[src/design/miller_rabin_prime_test_top_assert.svh]
// Assertion macros for the Miller-Rabin prime test block
`ifndef MILLER_RABIN_PRIME_TEST_TOP_ASSERT_SVH
`define MILLER_RABIN_PRIME_TEST_TOP_ASSERT_SVH

// same-cycle implication, off while reset is asserted
`define MRPT_ASSERT_SAME(lbl, ck, rn, ante, cons, msg) \
	lbl: assert property (@(posedge ck) disable iff (!rn) (ante) |-> (cons)) \
		else $error(msg);

// next-cycle implication, off while reset is asserted
`define MRPT_ASSERT_NEXT(lbl, ck, rn, ante, cons, msg) \
	lbl: assert property (@(posedge ck) disable iff (!rn) (ante) |=> (cons)) \
		else $error(msg);

`endif

[src/design/mrpt_pkg.sv]
// Shared types and constants for the Miller-Rabin prime test block
`default_nettype none

package mrpt_pkg;

	localparam int IN_W = 32;

	typedef enum logic [1:0] {
		OP_RED,
		OP_ACC,
		OP_SQB,
		OP_SQX
	} mul_op_t;

	typedef struct packed {
		logic    load;
		logic    strip;
		logic    exp_shift;
		logic    j_init;
		logic    j_inc;
		logic    mul_start;
		mul_op_t mul_op;
		logic    finish;
	} mrpt_cmd_t;

	typedef struct packed {
		logic small_fail;
		logic small_pass;
		logic d_odd;
		logic e_zero;
		logic e_one;
		logic e_lsb;
		logic x_one;
		logic x_nm1;
		logic j_lt_r;
		logic mul_done;
	} mrpt_sts_t;

endpackage

`default_nettype wire

[src/design/mrpt_ctrl.sv]
// Controller: sequences one witness round and the group verdict
`default_nettype none

module mrpt_ctrl import mrpt_pkg::*; (
	input  wire logic      clk,
	input  wire logic      arst_n,
	input  wire logic      in_valid,
	input  wire logic      last,
	input  wire logic      out_free,
	input  wire mrpt_sts_t sts,
	output logic           in_ready,
	output mrpt_cmd_t      cmd,
	output logic           fail
);

	localparam logic [3:0] S_IDLE   = 4'd0;
	localparam logic [3:0] S_CLASS  = 4'd1;
	localparam logic [3:0] S_STRIP  = 4'd2;
	localparam logic [3:0] S_RED_W  = 4'd3;
	localparam logic [3:0] S_POW    = 4'd4;
	localparam logic [3:0] S_POW_MA = 4'd5;
	localparam logic [3:0] S_POW_SH = 4'd6;
	localparam logic [3:0] S_POW_SB = 4'd7;
	localparam logic [3:0] S_CHK    = 4'd8;
	localparam logic [3:0] S_SQ     = 4'd9;
	localparam logic [3:0] S_SQ_W   = 4'd10;
	localparam logic [3:0] S_SQ_T   = 4'd11;
	localparam logic [3:0] S_FIN    = 4'd12;

	logic [3:0] state_q;
	logic [3:0] state_d;
	logic       fail_q;
	logic       fail_d;

	always_comb begin
		state_d  = state_q;
		fail_d   = fail_q;
		in_ready = 1'b0;
		cmd      = '0;
		cmd.mul_op = OP_RED;
		case (state_q)
			S_IDLE: begin
				in_ready = 1'b1;
				if (in_valid) begin
					cmd.load = 1'b1;
					state_d  = S_CLASS;
				end
			end
			S_CLASS: begin
				if (sts.small_fail) begin
					fail_d  = 1'b1;
					state_d = S_FIN;
				end else if (sts.small_pass) begin
					fail_d  = 1'b0;
					state_d = S_FIN;
				end else begin
					state_d = S_STRIP;
				end
			end
			S_STRIP: begin
				if (sts.d_odd) begin
					cmd.mul_start = 1'b1;
					cmd.mul_op    = OP_RED;
					state_d       = S_RED_W;
				end else begin
					cmd.strip = 1'b1;
				end
			end
			S_RED_W: begin
				if (sts.mul_done) begin
					state_d = S_POW;
				end
			end
			S_POW: begin
				if (sts.e_zero) begin
					state_d = S_CHK;
				end else if (sts.e_lsb) begin
					cmd.mul_start = 1'b1;
					cmd.mul_op    = OP_ACC;
					state_d       = S_POW_MA;
				end else begin
					state_d = S_POW_SH;
				end
			end
			S_POW_MA: begin
				if (sts.mul_done) begin
					state_d = S_POW_SH;
				end
			end
			S_POW_SH: begin
				cmd.exp_shift = 1'b1;
				if (sts.e_one) begin
					state_d = S_CHK;
				end else begin
					cmd.mul_start = 1'b1;
					cmd.mul_op    = OP_SQB;
					state_d       = S_POW_SB;
				end
			end
			S_POW_SB: begin
				if (sts.mul_done) begin
					state_d = S_POW;
				end
			end
			S_CHK: begin
				if (sts.x_one || sts.x_nm1) begin
					fail_d  = 1'b0;
					state_d = S_FIN;
				end else begin
					cmd.j_init = 1'b1;
					state_d    = S_SQ;
				end
			end
			S_SQ: begin
				if (sts.j_lt_r) begin
					cmd.mul_start = 1'b1;
					cmd.mul_op    = OP_SQX;
					state_d       = S_SQ_W;
				end else begin
					fail_d  = 1'b1;
					state_d = S_FIN;
				end
			end
			S_SQ_W: begin
				if (sts.mul_done) begin
					state_d = S_SQ_T;
				end
			end
			S_SQ_T: begin
				if (sts.x_nm1) begin
					fail_d  = 1'b0;
					state_d = S_FIN;
				end else begin
					cmd.j_inc = 1'b1;
					state_d   = S_SQ;
				end
			end
			S_FIN: begin
				// a verdict waits here only while the output register is full
				if (!last || out_free) begin
					cmd.finish = 1'b1;
					state_d    = S_IDLE;
				end
			end
			default: begin
				state_d = S_IDLE;
			end
		endcase
	end

	always_ff @(posedge clk or negedge arst_n) begin
		if (!arst_n) begin
			state_q <= S_IDLE;
			fail_q  <= 1'b0;
		end else begin
			state_q <= state_d;
			fail_q  <= fail_d;
		end
	end

	assign fail = fail_q;

endmodule

`default_nettype wire

[config.mk]
export PLATFORM = sky130hd
export DESIGN_NAME = mrpt_ctrl
export DESIGN_NICKNAME = d
export VERILOG_FILES = /design/src/design/miller_rabin_prime_test_top_assert.svh /design/src/design/mrpt_pkg.sv /design/src/design/mrpt_ctrl.sv
export SDC_FILE = /design/constraint.sdc
export NUM_CORES = 1
export LEC_CHECK = 0
export ABC_CLOCK_PERIOD_IN_PS = 1750
export BUFFER_PORTS_ARGS = -buffer_cell sky130_fd_sc_hd__clkbuf_2
export CORE_AREA = 2 2 39 41
export DETAILED_ROUTE_END_ITERATION = 6
export DIE_AREA = 0 0 41 43
export PLACE_DENSITY = 0.83
export SLEW_MARGIN = 20
export SYNTH_ARGS = -nofsm -noshare
export SYNTH_HDL_FRONTEND = slang
export SYNTH_SLANG_ARGS = --single-unit
[constraint.sdc]
create_clock -name clk -period 1.75 [get_ports clk]
set_input_delay 0.0875 -clock clk [delete_from_list [all_inputs] [get_ports clk]]
set_output_delay 0.0875 -clock clk [all_outputs]
set_load 0.005 [all_outputs]
==> results of run 1 <==
[power by group through the flow]
stage / sequential [mW] / combinational, mW / clock [mW]
final: 0.273 / 1.03 / 0.133
after global routing: 0.285 / 1.11 / 0.145
after CTS: 0.281 / 0.880 / 0.133
after detailed placement: 0.286 / 0.838 / 0
after global placement: 0.282 / 0.821 / 0
after floorplan: 0.217 / 0.628 / 0
[metrics by stage]
stage / power, mW / utilization [%] / cell area (µm²)
2_1_floorplan: 0.845 / - / 569
3_3_place_gp: 1.10 / 53.4 / 739
3_5_place_dp: 1.12 / 53.4 / 739
4_1_cts: 1.29 / 57.4 / 795
5_1_grt: 1.54 / 61.8 / 856
6_report: 1.44 / 61.8 / 856
[path summary, 6_finish.rpt]
check / startpoint / slack [ps] / end
setup / recovery: state_q[3] / 50 / state_q[0]
hold reg to reg: fail / 510 / fail
setup reg to reg: state_q[3] / 50 / state_q[0]
min in group clk: sts[0] / 240 / state_q[1]
max in group asynchronous: arst_n / 1400 / state_q[2]
hold / removal: arst_n / 190 / state_q[0]
[state kept, by name (all words and copies together) (netlist names)]
signal   cells
fail         1
state_q      4
[cell type report]
cell class	instances	share of cell area (%)
multi-input combinational	64	49.4
timing repair buffer	39	28.7
sequential	5	15.2
clock buffer	4	3.07
tap	16	2.34
inverter	3	1.32
[metal layers]
layer / up-vias / global-route usage, % / share of wire [%]
met5: - / 0 / 0
met4: 0 / 15.3 / 4.4
met3: 13 / 5.76 / 6.1
met2: 39 / 35.9 / 53
met1: 364 / 28.8 / 37
li1: 364 / - / -
[synth_stat cells (all sizes together) (3+ instances only)]
cell type	number
o21ai	4
clkbuf	3
nor3	7
nor4	3
inv	3
buf	3
nand2b	5
nor2	10
nand2	6
dfrtp	5
a21oi	6
[logic make-up after synthesis]
kind of cell | share of synthesized area, %
compound gates | 25.7
flops | 22.0
mux | 6.15
buf+inv | 8.13
simple gates | 38.0
[repair_timing]
| item | 4_1_cts | 5_1_grt |
|---|---|---|
| buffers inserted | 2 | 3 |
| gates resized for setup | 3 | 5 |
| hold endpoints to repair | 5 | 0 |
| hold buffers | 1 | 0 |
| endpoints found under the setup margin | 1 | 1 |
==> results.yml, run 1 <==
finish:
  multi_input_area_um2: 423
  mostFrequentLayoutCells: "clkbuf_2, buf_4, nor2_1, nor3_1"
  drive_above_1_share_pct: 46.1
  nets: 131
  synthToLayoutAreaGrowth_pct: 50.3
  fin_cells: 131
  mostFrequentLayoutCell: "clkbuf_2"
  seq_area_um2: 130
  fill_cells: 124
  n_antenna_cell: 0
synthesis:
  synth_top_area_share_pct: 22.0
  post_synth_main_area_contributors: "dfrtp_1, nor2_1, nor3_1"
  syn_inst: 78
  ys_seq_area_share_pct: 22.0
  avgSynthCellArea_um2: 7.30
  synth_top_cell_by_area: "dfrtp_1"
  yosysUniqueCellTypes: 36
  async_reset_ff_share_pct: 100
  synth_flop_cell: "dfrtp_1"
  synth_seq_cells: 5
  synth_fp_nets: 93
  synth_edf_count: 0
  yosysWarnings: 0
  synthesis.area_um2: 569
power_and_ir_drop:
  power.density_mw_per_mm2: 1680
  internal_power_mw: 0.793
  p_leak_nw: 0.402
  seq_power_share_pct: 19.0
  p_sw_mw: 0.643
  ir_drop_mv: 0.896
  combPwrFrac_pct: 71.7
  switching_share_pct: 44.8
  clkPwrFrac_pct: 9.3
route:
  wl_per_cell_um: 14.1
  drt_wl_total_mm: 1.84
  drtPass1Iterations: 5
  ant_nets: 0
  drc: 0
  drt_iter0_drc: 48
  vias_per_cell: 5.95
  vias: 780
run:
  max-cap-violations: 0
critical_path:
  crit_family: "compound AO/OA/AOI/OAI gates"
  critPathMaxFanout: 7
  path_cells: "buf_4 -> o32a_1 -> o211ai_4 -> mux2_4"
  cp_slowest_stage_delay_ps: 460
  path_depth: 4
  arrival_ps: 1820
  end_kind: "flip-flop"
  critPathLaunchType: "flip-flop"
  reg2reg_depth: 4
  required_ps: 1880
  crit_type: "reg2reg"
  cp_slowest_cell: "dfrtp_2"
  worstPathBufferInverterCount: 1
clock_tree:
  cts.sinks: 5
  clkLatencyLatePin_ps: 240
  cts_tree: "built"
  cts_max_level: 1
  cts_max_path_buffers: 2
  root_buffer: "clkbuf_4"
  cts_buffers: 3
  path_clk_slew_ps: 50
global_routing:
  grt_pass1_vias: 670
  grt_remaining_overflow: 0
  antenna_found_initial: 0
  grt_pass1_wl_mm: 2.84
  track_usage_pct: 23.9
  grt_max_degree: 13
die:
  start_util_pct: 41.1
  core-area_mm2: 0.00138
  die_w_um: 41
  ioPinCount: 26
  row_count: 14
  die-height_um: 43
  dieArea_mm2: 0.00176
sta:
  layout_min_cycle_time_ps: 1700
  postLayoutSetupSlackWorst_ps: 52.6
  slew_viol_final: 0
  worst_pin_slew_ps: 367
  finClkSkew_ps: 6.56
  slew_headroom_pct: 75.4
  grt_setup_unrepaired: "false"
  whs_ps: 194
  max_freq_mhz: 589
  post-route-period-util_pct: 97.0
  hold_violations: 0
  finalSetupViolations: 0
  tns_ps: 0
placement:
  hpwl_mm: 1.32
  dpl_worst_slack_ps: 118
  post-place-cells: 121
  place.gp.congestion: 0.951
  numPortBuffers: 25
run_status:
  status: "finished, final reports clean"
min_path:
  worstHoldPathType: "in2async"
Power figures use the tool's default switching activity.
==> run 2: changes to the inputs <==
CORE_AREA = not set   (was 2 2 39 41)
CORE_MARGIN = 2   (was not set)
CORE_UTILIZATION = 40   (was not set)
DIE_AREA = not set   (was 0 0 41 43)
PLACE_DENSITY = 0.79   (was 0.83)
==> run 2 against run 1 <==
  * Combinational power fell by 15%
  * Critical endpoint is now cmd[3]
  * Worst setup slack got worse by 12 ps
  * Power decreased by 8.3%
  * First-iteration DRC count shrank 73%
  * Routed wire length is 12% lower
==> results.yml, run 2 (synthesis gave the netlist of run 1 again) <==
run_status:
  status: "finished, final reports clean"
sta:
  post-route-period-util_pct: 97.7
  max_freq_mhz: 585
  finClkSkew_ps: 5.78
  finalSetupViolations: 0
  layout_min_cycle_time_ps: 1710
  grt_setup_unrepaired: "true"
  tns_ps: 0
  slew_viol_final: 0
  hold_violations: 0
  slew_headroom_pct: 78.1
  worst_pin_slew_ps: 328
finish:
  fin_util_pct: 61.0
  nets: 127
  synthToLayoutAreaGrowth_pct: 41.1
  largest_reg_flops: 4
  mostFrequentLayoutCell: "clkbuf_2"
  mostFrequentLayoutCells: "clkbuf_2, nor2_1, buf_4, nor3_1"
  n_antenna_cell: 0
  regMostFlops: "state_q"
  drive_above_1_share_pct: 42.3
  fin_cells: 126
critical_path:
  cp_slowest_cell: "dfrtp_1"
  arrival_ps: 1620
  required_ps: 1660
  cp_slowest_stage_delay_ps: 430
  critPathMaxFanout: 6
  rr_startpoint: "state_q[0]"
  crit_type: "reg2out"
  cp-startpoint: "state_q[2]"
  end_kind: "output pin"
  critPathLaunchType: "flip-flop"
  path_cells: "nand2b_4 -> or3_4 -> o31ai_2 -> a41oi_1 -> nand2_1 -> clkbuf_2"
power_and_ir_drop:
  p_total_mw: 1.32
  ir_drop_mv: 0.785
  p_leak_nw: 0.380
  power.density_mw_per_mm2: 1640
route:
  drt_iter0_drc: 13
  vias_per_cell: 5.79
  ant_nets: 0
  vias: 730
  wl_per_cell_um: 12.9
  drtPass1Iterations: 4
  drt_wl_total_mm: 1.63
  drc: 0
die:
  die-height_um: 41.7
  die_w_um: 41.7
  core-area_mm2: 0.00132
  ioPinCount: 26
  dieArea_mm2: 0.00174
  row_count: 13
  start_util_pct: 43.2
placement:
  post-place-cells: 119
  hpwl_mm: 1.18
  numPortBuffers: 25
  place.gp.congestion: 0.905
run:
  max-cap-violations: 0
clock_tree:
  cts.sinks: 5
  cts_buffers: 3
  clkLatencyLatePin_ps: 240
  cts_max_level: 1
  root_buffer: "clkbuf_4"
  cts_tree: "built"
  cts_max_path_buffers: 2
  path_clk_slew_ps: 40
global_routing:
  grt_pass1_vias: 679
  grt_max_degree: 14
  grt_pass1_wl_mm: 2.67
  grt_remaining_overflow: 0
  antenna_found_initial: 0
  track_usage_pct: 19.7
min_path:
  worstHoldPathType: "in2async"
## run 2: changes by cell type in the layout (fill, tap and decap cells not counted), sizes merged
cell,delta
buf,-4
## run 2: layout make-up
type	count	area, µm²
multi-input cells	64	415
flip-flops and latches	5	129
clock buffers	4	26.3
well taps	15	18.8
inverters	3	11.3
fillers	118	514
repair buffers	35	203
## run 2: path summary, 6_finish.rpt
path	to	slack (ps)	cells after the start
max in group asynchronous	state_q[1]	1400	2
worst max register to register	state_q[0]	110	4
min in group clk	state_q[1]	250	4
worst min register to register	fail	510	2
worst min-delay path	state_q[2]	190	2
worst max-delay path	cmd[3]	40	6
## run 2: power breakdown
part / switching (mW) / internal, mW / leakage (nW)
clock network: 0.0452 / 0.0861 / 0.0150
logic: 0.436 / 0.440 / 0.308
registers: 0.129 / 0.180 / 0.0572
total: 0.610 / 0.706 / 0.380
## run 2: timing repair
item,in CTS,in global routing
hold buffers,1,0
setup endpoints to repair,2,2
hold endpoints to repair,5,0
resized for setup,5,2
setup buffers,2,0
## run 2: per-stage QoR
step | instance area [µm²] | worst slack (ps) | hold slack [ps]
after CTS | 796 | 20.5 | 195
after global placement | 731 | 120 | -94.9
after detailed placement | 731 | 88.6 | -93.5
after global routing | 803 | -6.61 | 209
final | 803 | 40.8 | 193
after floorplan | 569 | 242 | -208
## run 2: routing by layer
metal	GRT usage (%)	vias up	wire length, µm
li1	-	354	-
met1	22.5	338	682
met3	4.35	2	110
met5	0	-	0
met4	10.3	0	8
met2	33.8	36	824
## run 2: worst max-delay path, delay by kind of cell (launching register included)
family                 cells  cell delay, ps
AND/OR/NAND/NOR            3             670
flip-flops                 1             430
AO/OA/AOI/OAI              2             170
buffers and inverters      1             110
