File: src/design/miller_rabin_prime_test_top_assert.svh
// Assertion macros for the Miller-Rabin prime test block
`ifndef MILLER_RABIN_PRIME_TEST_TOP_ASSERT_SVH
`define MILLER_RABIN_PRIME_TEST_TOP_ASSERT_SVH

// same-cycle implication, off while reset is asserted
`define MRPT_ASSERT_SAME(lbl, ck, rn, ante, cons, msg) \
	lbl: assert property (@(posedge ck) disable iff (!rn) (ante) |-> (cons)) \
		else $error(msg);

// next-cycle implication, off while reset is asserted
`define MRPT_ASSERT_NEXT(lbl, ck, rn, ante, cons, msg) \
	lbl: assert property (@(posedge ck) disable iff (!rn) (ante) |=> (cons)) \
		else $error(msg);

`endif

File: src/design/mrpt_pkg.sv
// Shared types and constants for the Miller-Rabin prime test block
`default_nettype none

package mrpt_pkg;

	localparam int IN_W = 32;

	typedef enum logic [1:0] {
		OP_RED,
		OP_ACC,
		OP_SQB,
		OP_SQX
	} mul_op_t;

	typedef struct packed {
		logic    load;
		logic    strip;
		logic    exp_shift;
		logic    j_init;
		logic    j_inc;
		logic    mul_start;
		mul_op_t mul_op;
		logic    finish;
	} mrpt_cmd_t;

	typedef struct packed {
		logic small_fail;
		logic small_pass;
		logic d_odd;
		logic e_zero;
		logic e_one;
		logic e_lsb;
		logic x_one;
		logic x_nm1;
		logic j_lt_r;
		logic mul_done;
	} mrpt_sts_t;

endpackage

`default_nettype wire

File: src/design/mrpt_mulmod.sv
// Shift-add modular multiplier, per multiplier bit a doubling and an add
`default_nettype none

module mrpt_mulmod import mrpt_pkg::*; #(
	parameter int NUM_WIDTH = 32,
	parameter int OP_WIDTH  = 32
) (
	input  wire logic                 clk,
	input  wire logic                 arst_n,
	input  wire logic                 start,
	input  wire logic [NUM_WIDTH-1:0] x,
	input  wire logic [OP_WIDTH-1:0]  y,
	input  wire logic [NUM_WIDTH-1:0] m,
	output logic                      done,
	output logic [NUM_WIDTH-1:0]      res
);

	localparam int CW = $clog2(OP_WIDTH);

	// (a + b) mod m for a, b < m
	function automatic logic [NUM_WIDTH-1:0] add_mod(
		input logic [NUM_WIDTH-1:0] a,
		input logic [NUM_WIDTH-1:0] b,
		input logic [NUM_WIDTH-1:0] md
	);
		logic [NUM_WIDTH-1:0] gap;
		gap = md - b;
		return (a >= gap) ? (a - gap) : (a + b);
	endfunction

	logic                 busy_q;
	logic                 phase_q;
	logic                 done_q;
	logic [CW-1:0]        cnt_q;
	logic [NUM_WIDTH-1:0] x_q;
	logic [OP_WIDTH-1:0]  y_q;
	logic [NUM_WIDTH-1:0] acc_q;
	logic [NUM_WIDTH-1:0] add_b;

	// phase 0 doubles, phase 1 adds x when the current multiplier bit is set
	assign add_b = phase_q ? x_q : acc_q;

	always_ff @(posedge clk or negedge arst_n) begin
		if (!arst_n) begin
			busy_q  <= 1'b0;
			phase_q <= 1'b0;
			done_q  <= 1'b0;
			cnt_q   <= '0;
		end else begin
			done_q <= 1'b0;
			if (start) begin
				busy_q  <= 1'b1;
				phase_q <= 1'b0;
				cnt_q   <= CW'(OP_WIDTH - 1);
			end else if (busy_q) begin
				phase_q <= ~phase_q;
				if (phase_q) begin
					if (cnt_q == '0) begin
						busy_q <= 1'b0;
						done_q <= 1'b1;
					end else begin
						cnt_q <= cnt_q - CW'(1);
					end
				end
			end
		end
	end

	always_ff @(posedge clk) begin
		if (start) begin
			x_q   <= x;
			y_q   <= y;
			acc_q <= '0;
		end else if (busy_q) begin
			if (!phase_q) begin
				acc_q <= add_mod(acc_q, add_b, m);
			end else begin
				if (y_q[OP_WIDTH-1]) begin
					acc_q <= add_mod(acc_q, add_b, m);
				end
				y_q <= {y_q[OP_WIDTH-2:0], 1'b0};
			end
		end
	end

	assign done = done_q;
	assign res  = acc_q;

endmodule

`default_nettype wire

File: src/design/mrpt_dp.sv
// Datapath: operand registers, exponent split and the modular multiplier
`default_nettype none

module mrpt_dp import mrpt_pkg::*; #(
	parameter int NUM_WIDTH = 32
) (
	input  wire logic            clk,
	input  wire logic            arst_n,
	input  wire mrpt_cmd_t       cmd,
	input  wire logic [IN_W-1:0] number,
	input  wire logic [IN_W-1:0] witness,
	output mrpt_sts_t            sts
);

	localparam int MW = (NUM_WIDTH > IN_W) ? NUM_WIDTH : IN_W;
	localparam int RW = $clog2(NUM_WIDTH);

	logic [MW-1:0]        num_ext;
	logic [NUM_WIDTH-1:0] n_in;
	logic [NUM_WIDTH-1:0] n_q;
	logic [IN_W-1:0]      w_q;
	logic [NUM_WIDTH-1:0] d_q;
	logic [RW-1:0]        r_q;
	logic [RW-1:0]        j_q;
	logic [NUM_WIDTH-1:0] base_q;
	logic [NUM_WIDTH-1:0] acc_q;
	mul_op_t              op_q;

	logic [NUM_WIDTH-1:0] mul_x;
	logic [MW-1:0]        mul_y;
	logic                 mul_done;
	logic [NUM_WIDTH-1:0] mul_res;

	assign num_ext = MW'(number);
	assign n_in    = num_ext[NUM_WIDTH-1:0];

	always_comb begin
		case (cmd.mul_op)
			OP_RED: begin
				mul_x = NUM_WIDTH'(1);
				mul_y = MW'(w_q);
			end
			OP_ACC: begin
				mul_x = acc_q;
				mul_y = MW'(base_q);
			end
			OP_SQB: begin
				mul_x = base_q;
				mul_y = MW'(base_q);
			end
			OP_SQX: begin
				mul_x = acc_q;
				mul_y = MW'(acc_q);
			end
			default: begin
				mul_x = acc_q;
				mul_y = MW'(acc_q);
			end
		endcase
	end

	mrpt_mulmod #(
		.NUM_WIDTH (NUM_WIDTH),
		.OP_WIDTH  (MW)
	) u_mulmod (
		.clk    (clk),
		.arst_n (arst_n),
		.start  (cmd.mul_start),
		.x      (mul_x),
		.y      (mul_y),
		.m      (n_q),
		.done   (mul_done),
		.res    (mul_res)
	);

	always_ff @(posedge clk) begin
		if (cmd.load) begin
			n_q   <= n_in;
			w_q   <= witness;
			d_q   <= n_in - NUM_WIDTH'(1);
			r_q   <= '0;
			acc_q <= NUM_WIDTH'(1);
		end
		if (cmd.strip) begin
			d_q <= d_q >> 1;
			r_q <= r_q + RW'(1);
		end
		if (cmd.exp_shift) begin
			d_q <= d_q >> 1;
		end
		if (cmd.j_init) begin
			j_q <= RW'(1);
		end
		if (cmd.j_inc) begin
			j_q <= j_q + RW'(1);
		end
		if (cmd.mul_start) begin
			op_q <= cmd.mul_op;
		end
		if (mul_done) begin
			case (op_q)
				OP_RED, OP_SQB: base_q <= mul_res;
				OP_ACC, OP_SQX: acc_q  <= mul_res;
				default:        acc_q  <= mul_res;
			endcase
		end
	end

	assign sts.small_fail = (n_q <= NUM_WIDTH'(1)) || (n_q == NUM_WIDTH'(4));
	assign sts.small_pass = (n_q == NUM_WIDTH'(2)) || (n_q == NUM_WIDTH'(3));
	assign sts.d_odd      = d_q[0];
	assign sts.e_zero     = (d_q == '0);
	assign sts.e_one      = (d_q == NUM_WIDTH'(1));
	assign sts.e_lsb      = d_q[0];
	assign sts.x_one      = (acc_q == NUM_WIDTH'(1));
	assign sts.x_nm1      = (acc_q == (n_q - NUM_WIDTH'(1)));
	assign sts.j_lt_r     = (j_q < r_q);
	assign sts.mul_done   = mul_done;

endmodule

`default_nettype wire

File: config.mk
export PLATFORM = sky130hd
export DESIGN_NAME = mrpt_dp
export DESIGN_NICKNAME = d
export VERILOG_FILES = /design/src/design/miller_rabin_prime_test_top_assert.svh /design/src/design/mrpt_pkg.sv /design/src/design/mrpt_mulmod.sv /design/src/design/mrpt_dp.sv
export SDC_FILE = /design/constraint.sdc
export NUM_CORES = 1
export LEC_CHECK = 0
export BUFFER_PORTS_ARGS = -buffer_cell sky130_fd_sc_hd__buf_4
export CORE_MARGIN = 4
export CORE_UTILIZATION = 35
export CTS_CLUSTER_SIZE = 40
export DETAILED_ROUTE_END_ITERATION = 10
export PLACE_DENSITY = 0.56
export SLEW_MARGIN = 10
export SYNTH_ARGS = -nofsm -noshare
export SYNTH_HDL_FRONTEND = slang
export SYNTH_SLANG_ARGS = --single-unit
File: constraint.sdc
create_clock -name clk -period 8.35 [get_ports clk]
set_input_delay 1.2525 -clock clk [delete_from_list [all_inputs] [get_ports clk]]
set_output_delay 1.2525 -clock clk [all_outputs]
set_load 0.01 [all_outputs]
==> results of run 1 <==
## per-layer routing
layer / GRT usage / up-vias
met5: 0 / -
met4: 0.03221 / 0
met3: 0.03163 / 60
met2: 0.2879 / 362
met1: 0.2530 / 7181
li1: - / 7186
## placed cells by master (no fill, tap or decap), types with 50 or more instances in the layout
master	netlist	routed
edfxtp_1	202	202
nand2_1	187	187
o21ai_0	160	160
nor2_1	136	135
a21oi_1	113	113
ha_1	112	111
xnor2_1	102	102
buf_4	3	94
inv_1	77	77
dfxtp_1	65	65
a22oi_1	61	61
a21o_1	52	52
xor2_1	51	51
nor3_1	50	50
nand2b_1	50	50
## cell type report
cell class | instances | area [um2] | area share
well taps | 680 | 850.8 | 0.04183
multi-input cells | 1487 | 9935 | 0.4884
clock inverters | 22 | 202.7 | 0.009964
repair buffers | 94 | 705.7 | 0.03469
inverters | 77 | 289.0 | 0.01421
clock buffers | 35 | 790.8 | 0.03887
flip-flops and latches | 275 | 7569 | 0.3721
## flip-flops by register name, summed over array words and instances, names as in the netlist
signal / count
acc_q: 32
base_q: 32
d_q: 32
n_q: 32
u_mulmod.res: 32
u_mulmod.x_q: 32
u_mulmod.y_q: 32
w_q: 32
j_q: 5
r_q: 5
u_mulmod.cnt_q: 5
op_q: 1
u_mulmod.busy_q: 1
u_mulmod.done: 1
u_mulmod.phase_q: 1
## cells by family (layout without fill, tap and decap cells)
family | after synthesis | in the layout | share of synthesized area
and+or+nand+nor | 604 | 604 | 0.1612
buffers and inverters | 160 | 228 | 0.03401
DFF | 275 | 275 | 0.4181
muxes | 67 | 67 | 0.03926
adders and majority gates | 115 | 115 | 0.08074
xor gates and xnor gates | 153 | 153 | 0.07404
AOI/OAI and AO/OA | 548 | 548 | 0.1927
## synthesized netlist by cell type (all sizes together), types with 20 or more instances
library cell    n
edfxtp        202
clkbuf         68
nor3           50
a21oi         113
mux2i          35
inv            77
a22oi          61
xor2           51
o211ai         20
nand2         187
a21o           52
dfxtp          65
nor2          137
nor4           25
a31oi          25
nand2b         50
or3            26
xnor2         102
o21ai         164
ha            112
nand3          34
mux2           32
## path summary, 6_finish.rpt
| check | slack (ps) | endpoint | startpoint |
|---|---|---|---|
| max in group asynchronous | 7710 | u_mulmod.phase_q | arst_n |
| setup / recovery | 970 | u_mulmod.res[3] | u_mulmod.phase_q |
| hold reg to reg | 500 | u_mulmod.cnt_q[0] | u_mulmod.cnt_q[0] |
| setup reg to reg | 970 | u_mulmod.res[3] | u_mulmod.phase_q |
| min in group clk | 500 | u_mulmod.cnt_q[0] | u_mulmod.cnt_q[0] |
| hold / removal | 490 | u_mulmod.cnt_q[2] | arst_n |
## stage by stage
stage	cells	util	total power (W)	area (um2)
after floorplan	1922	-	0.004038	18100
after global placement	2613	0.3772	0.004737	19350
after detailed placement	2613	0.3772	0.004769	19350
after CTS	2670	0.3965	0.006147	20340
after global routing	2670	0.3965	0.006581	20340
final	2670	0.3965	0.006123	20340
## worst reg2reg max path, cell delays in order, from the launching register on
cell	delay (ps)
dfrtp_2	400
buf_4	300
nand2_1	120
a21boi_0	590
ha_1	360
nor2b_1	130
o21a_1	180
o21ai_0	320
a211o_1	230
a31oi_1	150
o31ai_1	540
nand2_1	240
a2111o_1	450
o311a_1	140
ha_1	350
a21oi_1	190
o21ai_0	150
a221oi_1	340
o211ai_1	260
a2111oi_2	720
nor2_4	290
buf_4	320
nor3_1	250
a211oi_1	70
nor3_1	190
## power by group through the flow
stage | registers [W] | clock network (W) | logic [W]
2_1_floorplan | 0.00178 | 0 | 0.00226
3_3_place_gp | 0.00187 | 0 | 0.00287
3_5_place_dp | 0.00187 | 0 | 0.00290
4_1_cts | 0.00184 | 0.00138 | 0.00292
5_1_grt | 0.00186 | 0.00144 | 0.00328
6_report | 0.00184 | 0.00136 | 0.00293
==> key figures, run 1 <==
Floorplan
  – Chip height: 235.4 um
  – Die Width: 235.4 um
  – Core footprint: 0.05130 mm2
  – Die ar.: 0.05542 mm2
  – # rows: 83
  – Effective utilization at floorplan: 0.3528
  – # IOs: 85

STA
  – WHS: 492.0 ps
  – Fmax: 135.6 MHz
  – Final Hold Viols: 0
  – Worst Tran Pin Value: 1160 ps
  – Final setup viols: 0
  – Crit path time final: 7375 ps
  – Max-slew violations: 0
  – Final worst slack: 974.9 ps
  – Tcrit/Tclk final: 0.8832
  – Setup TNS: 0 ps
  – Rel. slew slack: 0.2264
  – Final clock skew: 9.364 ps
  – RSZ-0062 raised after global routing: false

Place
  – DP Worst Slack: 1192 ps
  – HPWL after DPL: 39.22 mm
  – Port-buffer cells: 83
  – Routability cong.: 0.8865

Logic synthesis
  – Post-synth EDFFs: 202
  – Synth top area share: 0.3351
  – Post-Syn Nets: 2,112
  – Seq/Total Area, Yosys: 0.4181
  – Library cells used by synthesis: 73
  – Syn. warnings: 0
  – Synth Flop Type: edfxtp_1
  – Yosys reg bits: 275
  – Syn Area/Cell: 9.417 um2
  – Async SR Flop Fraction: 0.02909
  – Cell taking the most area after synthesis: edfxtp_1
  – Synth Cell Area: 0.01810 mm2
  – Number of cells produced by synthesis: 1,922
  – Synth top area cells: edfxtp_1 34%, ha_1 7.7%, dfxtp_1 7.2%

Routing
  – Vias per cell: 5.539
  – DRT antenna net count: 0
  – Met1 Wirelength: 24.04 mm
  – Post-Route WL: 52.03 mm
  – Post-DR wirelength/cell: 19.49 um
  – Metal2 WL: 23.83 mm
  – DR vias: 14,790
  – Met3 WL: 3.167 mm
  – Initial DRT Pass Iterations: 6
  – DR iter-0 viols: 1,264
  – Post-route DRC: 0
  – Top Layer Used: met4

Power
  – Pwr Density: 301.0 mW/mm2
  – Seq pwr share: 0.301
  – Clock share of power: 0.222
  – Comb pwr share: 0.478
  – IR drop worst, VDD: 0.0001805 V
  – Internal power: 0.003641 W
  – Switching share of power: 0.4054
  – NetSw: 0.002482 W
  – LEAKAGE: 8.029 nW

Run
  – Number of max-cap violations: 0

CTS
  – H-tree depth: 1
  – CTS root buf: clkbuf_16
  – Worst-Skew Late Latency: 570 ps
  – CTS max path bufs: 3
  – CTS tree: yes
  – Cts hold-fix bufs: 0
  – Num Clock Sinks: 275
  – Num CTS Buffers: 31
  – CTS clock-pin slew for the worst setup and hold paths: 60 ps
  – Setup Buffers After CTS: 0
  – PostCTS Resize Cnt: 0

Cells and area
  – Fin nets: 2,156
  – Fill cell count: 5,169
  – N_diodes: 0
  – Area delta synth->final: 12.39%
  – Share of layout cells above drive strength 1: 0.1025

Setup path
  – Top delay family on crit path: compound AO/OA/AOI/OAI gates
  – Critical-path top delay cell: a2111oi_2
  – CP Cell Sequence: buf_4 -> nand2_1 -> a21boi_0 -> ha_1 -> nor2b_1 -> o21a_1 -> o21ai_0 -> a211o_1 -> a31oi_1 -> o31ai_1 -> nand2_1 -> a2111o_1 -> o311a_1 -> ha_1 -> a21oi_1 -> o21ai_0 -> a221oi_1 -> o211ai_1 -> a2111oi_2 -> nor2_4 -> buf_4 -> nor3_1 -> a211oi_1 -> nor3_1
  – CP Data Arrival Time: 7860 ps
  – Buffers & Inverters on Critical Path: 2
  – CP Capture Type: flop
  – Startpoint types: flop
  – CP Class: reg2reg
  – Max FO, Critical Path: 39
  – Critical Path RT: 8830 ps
  – Largest stage delay, worst path: 720 ps
  – Crit path depth: 24
  – Cells on worst reg2reg path: 24

GRT
  – Antenna violations before repair: 0
  – First-pass GRT wire length: 80.16 mm
  – GRT Util Overall: 0.1779
  – Largest net degree at the start of global routing: 73
  – Vias in the first global route: 13,980
  – Grt ovf: 0

Worst hold path
  – Hold crit path type: in2async

Status
  – Outcome: completed
(Power assumes the default switching activity.)
==> inputs of run 2 (changes only) <==
--- a/config.mk
+++ b/config.mk
@@ -7,10 +7,10 @@
 export LEC_CHECK = 0
 export BUFFER_PORTS_ARGS = -buffer_cell sky130_fd_sc_hd__buf_4
 export CORE_MARGIN = 4
-export CORE_UTILIZATION = 35
+export CORE_UTILIZATION = 60
 export CTS_CLUSTER_SIZE = 40
 export DETAILED_ROUTE_END_ITERATION = 10
-export PLACE_DENSITY = 0.56
+export PLACE_DENSITY = 0.84
 export SLEW_MARGIN = 10
 export SYNTH_ARGS = -nofsm -noshare
 export SYNTH_HDL_FRONTEND = slang
==> key figures, run 2 (synthesis gave the netlist of run 1 again) <==
Status
  – Outcome: completed

STA
  – Setup TNS: 0 ps
  – Max-slew violations: 0
  – Worst Tran Pin Value: 1121 ps
  – Final Hold Viols: 0
  – Final clock skew: 9.737 ps
  – RSZ-0062 raised after global routing: false
  – Crit path time final: 7187 ps
  – Final setup viols: 0
  – Tcrit/Tclk final: 0.8607
  – Rel. slew slack: 0.2480
  – Fmax: 139.1 MHz

Power
  – IR drop worst, VDD: 0.0003801 V
  – LEAKAGE: 7.977 nW
  – Pwr Density: 301.9 mW/mm2

GRT
  – Met1 Use GR: 0.3705
  – First-pass GRT wire length: 77.36 mm
  – Antenna violations before repair: 4
  – M2 GR Usage: 0.4829
  – Grt ovf: 0
  – Vias in the first global route: 14,570
  – Met3 Use GR: 0.06851
  – GRT Util Overall: 0.2866
  – Largest net degree at the start of global routing: 76
  – Most Crowded Layer GR: met2

Cells and area
  – Area delta synth->final: 9.789%
  – Multi-input logic area: 0.009926 mm2
  – Final Instance Count excl. Fillers: 2,378
  – Fill cell count: 2,231
  – Fin nets: 2,154
  – Leading cell type in the layout, fill and taps excluded: edfxtp_1
  – Share of layout cells above drive strength 1: 0.09768
  – Sequential cell area: 0.007569 mm2
  – Final Util: 0.6687
  – Most frequent cells in the layout: 202 x edfxtp_1, 187 x nand2_1, 160 x o21ai_0, 135 x nor2_1, 113 x a21oi_1

Place
  – Port-buffer cells: 83
  – Placed insts: 2,324
  – HPWL after DPL: 36.11 mm
  – Routability cong.: 0.9686

Worst hold path
  – Hold crit path type: in2async

Floorplan
  – Die Width: 181.7 um
  – # rows: 63
  – Effective utilization at floorplan: 0.6091
  – Die ar.: 0.03301 mm2
  – # IOs: 85
  – Chip height: 181.7 um
  – Core footprint: 0.02972 mm2

CTS
  – CTS max path bufs: 3
  – CTS tree: yes
  – CTS root buf: clkbuf_16
  – CTS clock-pin slew for the worst setup and hold paths: 60 ps
  – Num Clock Sinks: 275
  – Cts hold-fix bufs: 0
  – Worst-Skew Late Latency: 560 ps
  – H-tree depth: 1
  – PostCTS Resize Cnt: 0
  – Setup Buffers After CTS: 0
  – Num CTS Buffers: 28

Run
  – Number of max-cap violations: 0

Routing
  – Post-route DRC: 0
  – Post-DR wirelength/cell: 20.75 um
  – DRT antenna net count: 0
  – Initial DRT Pass Iterations: 6
  – DR vias: 15,430
  – DR iter-0 viols: 1,696
  – Post-Route WL: 49.35 mm
  – Vias per cell: 6.487

Setup path
  – Critical Path RT: 8810 ps
  – Flop-to-flop setup slack: 1160 ps
  – CP Cell Sequence: buf_4 -> nand2_1 -> a21boi_0 -> ha_1 -> nor2b_1 -> o21a_1 -> o21ai_0 -> a211o_1 -> a31oi_1 -> o31ai_1 -> nand2_1 -> a31oi_1 -> xor2_1 -> ha_1 -> and3_1 -> and2_1 -> a221oi_1 -> o211ai_1 -> a2111oi_2 -> nor2_2 -> buf_4 -> nor3_1 -> a211oi_1 -> nor3_1
  – Max FO, Critical Path: 39
  – Critical-path top delay cell: a2111oi_2
  – CP Class: reg2reg
  – CP Capture Type: flop
  – CP Data Arrival Time: 7650 ps
  – Startpoint types: flop
  – Largest stage delay, worst path: 580 ps
run 2: cell types whose count changed in the layout (fill, tap and decap cells not counted), moves of 2 or more:
cell,change
clkbuf_1,+7
clkbuf_16,-3
clkinvlp_4,-3
clkinv_2,-3
diode_2,+2
run 2: layout make-up:
class / count / share of cell area
inverters: 77 / 0.01454
clock buffers: 40 / 0.03803
flip-flops and latches: 275 / 0.3809
repair buffers: 95 / 0.03589
well taps: 390 / 0.02456
clock inverters: 12 / 0.006359
multi-input cells: 1487 / 0.4995
diodes: 2 / 0.0002519
run 2: path summary, 6_finish.rpt:
path / from / end / cells past startpoint
max in group asynchronous: arst_n / u_mulmod.phase_q / 1
max: u_mulmod.phase_q / u_mulmod.res[3] / 24
min: arst_n / u_mulmod.done / 1
max reg2reg: u_mulmod.phase_q / u_mulmod.res[3] / 24
min reg2reg: u_mulmod.res[0] / u_mulmod.res[0] / 2
min in group clk: u_mulmod.res[0] / u_mulmod.res[0] / 2
run 2: critical path: cells and delay by family, from the launching register on:
| kind | cells | cell delay, ps |
|---|---|---|
| AO/OA/AOI/OAI | 11 | 3450 |
| AND/OR/NAND/NOR | 8 | 1600 |
| adder cells (fa/ha/maj) | 2 | 710 |
| buffers and inverters | 2 | 620 |
| flip-flops | 1 | 410 |
| XOR/XNOR | 1 | 270 |
run 2: through the flow:
| stage | hold WS, ps | power (W) | setup WS [ps] | instance area, um2 |
|---|---|---|---|---|
| after floorplan | 458.4 | 0.004038 | 2530 | 18100 |
| after global placement | 485.3 | 0.004641 | 1623 | 18980 |
| after detailed placement | 494.6 | 0.004727 | 1389 | 18980 |
| after CTS | 492.3 | 0.005964 | 1277 | 19870 |
| after global routing | 504.2 | 0.006380 | 531.7 | 19870 |
| final | 497.6 | 0.006000 | 1163 | 19870 |
run 2: layer usage:
layer,vias to the layer above,routed length (um),share of wire
met5,-,88,0.0018
met4,4,1558,0.032
met3,125,4781,0.097
met2,773,23830,0.48
met1,7337,19100,0.39
li1,7188,-,-
run 2: where the power goes:
part	switching [W]	total (W)	leakage (nW)	internal, W
logic	0.00170	0.00292	4.90	0.00122
clock network	0.000541	0.00123	0.430	0.000694
registers	0.000196	0.00184	2.64	0.00165
==> inputs of run 3 (changes only) <==
--- a/config.mk
+++ b/config.mk
@@ -7,7 +7,7 @@
 export LEC_CHECK = 0
 export BUFFER_PORTS_ARGS = -buffer_cell sky130_fd_sc_hd__buf_4
 export CORE_MARGIN = 4
-export CORE_UTILIZATION = 60
+export CORE_UTILIZATION = 57
 export CTS_CLUSTER_SIZE = 40
 export DETAILED_ROUTE_END_ITERATION = 10
 export PLACE_DENSITY = 0.84
==> constraint.sdc (replaced) <==
create_clock -name clk -period 6 [get_ports clk]
set_input_delay 0.9 -clock clk [delete_from_list [all_inputs] [get_ports clk]]
set_output_delay 0.9 -clock clk [all_outputs]
set_load 0.01 [all_outputs]
==> key figures, run 3 (synthesis gave the netlist of run 1 again) <==
Power
  – Pwr Density: 426.6 mW/mm2
  – LEAKAGE: 8.177 nW
  – IR drop worst, VDD: 0.0003950 V

STA
  – WHS: 150.5 ps
  – Fmax: 174.8 MHz
  – Crit path time final: 5719 ps
  – RSZ-0062 raised after global routing: true
  – Worst Tran Pin Value: 1083 ps
  – Tcrit/Tclk final: 0.9532
  – Rel. slew slack: 0.2780
  – Final worst slack: 280.8 ps
  – Final setup viols: 0
  – Max-slew violations: 0
  – Final clock skew: 14.84 ps
  – Final Hold Viols: 0

Routing
  – Post-DR wirelength/cell: 21.14 um
  – DR iter-0 viols: 1,834
  – DR vias: 15,840
  – Vias per cell: 6.550
  – Post-route DRC: 0
  – Initial DRT Pass Iterations: 6
  – Post-Route WL: 51.11 mm
  – DRT antenna net count: 0

Setup path
  – Top delay family on crit path: compound AO/OA/AOI/OAI gates
  – CP Data Arrival Time: 6200 ps
  – Buffers & Inverters on Critical Path: 3
  – Largest stage delay, worst path: 520 ps
  – Max FO, Critical Path: 4
  – Critical-path top delay cell: or4_1
  – Startpoint types: flop
  – Critical Path RT: 6480 ps
  – CP Capture Type: flop
  – CP Class: reg2reg
  – CP Cell Sequence: inv_1 -> o21ai_0 -> ha_1 -> inv_1 -> fa_1 -> a211oi_2 -> o211ai_1 -> nand3_1 -> nand2_1 -> o2111ai_2 -> o2111ai_1 -> a31oi_2 -> xor2_1 -> ha_1 -> and3_1 -> and2_1 -> a221oi_2 -> o211ai_1 -> a2111oi_2 -> buf_4 -> nor2_2 -> or4_1 -> a41oi_1
  – Flop-to-flop setup slack: 280 ps

Floorplan
  – Die Width: 186.2 um
  – Effective utilization at floorplan: 0.5841
  – # rows: 64
  – Chip height: 186.2 um
  – Core footprint: 0.03099 mm2
  – # IOs: 85
  – Die ar.: 0.03467 mm2

CTS
  – Cts hold-fix bufs: 0
  – Worst-Skew Late Latency: 560 ps
  – CTS clock-pin slew for the worst setup and hold paths: 70 ps
  – CTS root buf: clkbuf_16
  – Num Clock Sinks: 275
  – CTS max path bufs: 3
  – CTS tree: yes
  – Num CTS Buffers: 28
  – H-tree depth: 1

GRT
  – Vias in the first global route: 15,150
  – Antenna violations before repair: 4
  – Largest net degree at the start of global routing: 71
  – First-pass GRT wire length: 79.18 mm
  – Grt ovf: 0
  – GRT Util Overall: 0.2841

Place
  – Placed insts: 2,362
  – DP Worst Slack: -12.30 ps
  – Routability cong.: 1.004
  – Area after DPL: 0.01924 mm2
  – Port-buffer cells: 83
  – HPWL after DPL: 37.55 mm

Worst hold path
  – Hold crit path type: in2async

Cells and area
  – Fin nets: 2,189
  – Leading cell type in the layout, fill and taps excluded: edfxtp_1
  – Final Util: 0.6533
  – Share of layout cells above drive strength 1: 0.1198
  – Finished Cell Area: 0.02025 mm2
  – Final Instance Count excl. Fillers: 2,418
  – Most frequent cells in the layout: 202 x edfxtp_1, 186 x nand2_1, 159 x o21ai_0, 135 x nor2_1, 126 x buf_4
  – Area delta synth->final: 11.86%

Status
  – Outcome: completed

Run
  – Number of max-cap violations: 0
[run 3: area by class of cell]
class                   count  area, um2
clock inverters            12      86.33
clock buffers              39      793.3
repair buffers            130       1012
inverters                  77      289.0
diodes                      2      5.005
multi-input cells        1487       9996
fillers                  2355      10740
flip-flops and latches    275       7569
well taps                 396      495.5
[run 3: report_power, final]
group          internal (W)  total, W  switching, W
Clock              0.000961   0.00171      0.000752
Combinational       0.00188   0.00437       0.00250
Sequential          0.00229   0.00255      0.000258
[run 3: worst paths after layout]
| check | start | end | cells after the start |
|---|---|---|---|
| min | arst_n | u_mulmod.cnt_q[2] | 1 |
| min in group clk | u_mulmod.cnt_q[0] | u_mulmod.cnt_q[0] | 1 |
| max in group asynchronous | arst_n | u_mulmod.phase_q | 1 |
| max reg2reg | u_mulmod.res[0] | u_mulmod.res[30] | 23 |
| max | u_mulmod.res[0] | u_mulmod.res[30] | 23 |
| min reg2reg | u_mulmod.cnt_q[0] | u_mulmod.cnt_q[0] | 1 |
[run 3: metrics by stage]
step	setup TNS (ps)	power, W
2_1_floorplan	0	0.005620
3_3_place_gp	0	0.006619
3_5_place_dp	-12.30	0.006784
4_1_cts	0	0.008493
5_1_grt	-146.5	0.009167
6_report	0	0.008636
[run 3: timing repair]
action | 4_1_cts | 5_1_grt
setup buffers | 0 | 3
gates resized for setup | 1 | 21
endpoints found under the setup margin | 3 | 32
pin swaps | 0 | 2
[run 3: per-layer routing]
| metal | vias up | GRT usage | wire length [um] |
|---|---|---|---|
| met5 | - | 0 | 13 |
| met4 | 2 | 0.09385 | 1996 |
| met3 | 183 | 0.04998 | 4845 |
| met2 | 869 | 0.4770 | 24240 |
| met1 | 7533 | 0.3755 | 20020 |
| li1 | 7252 | - | - |
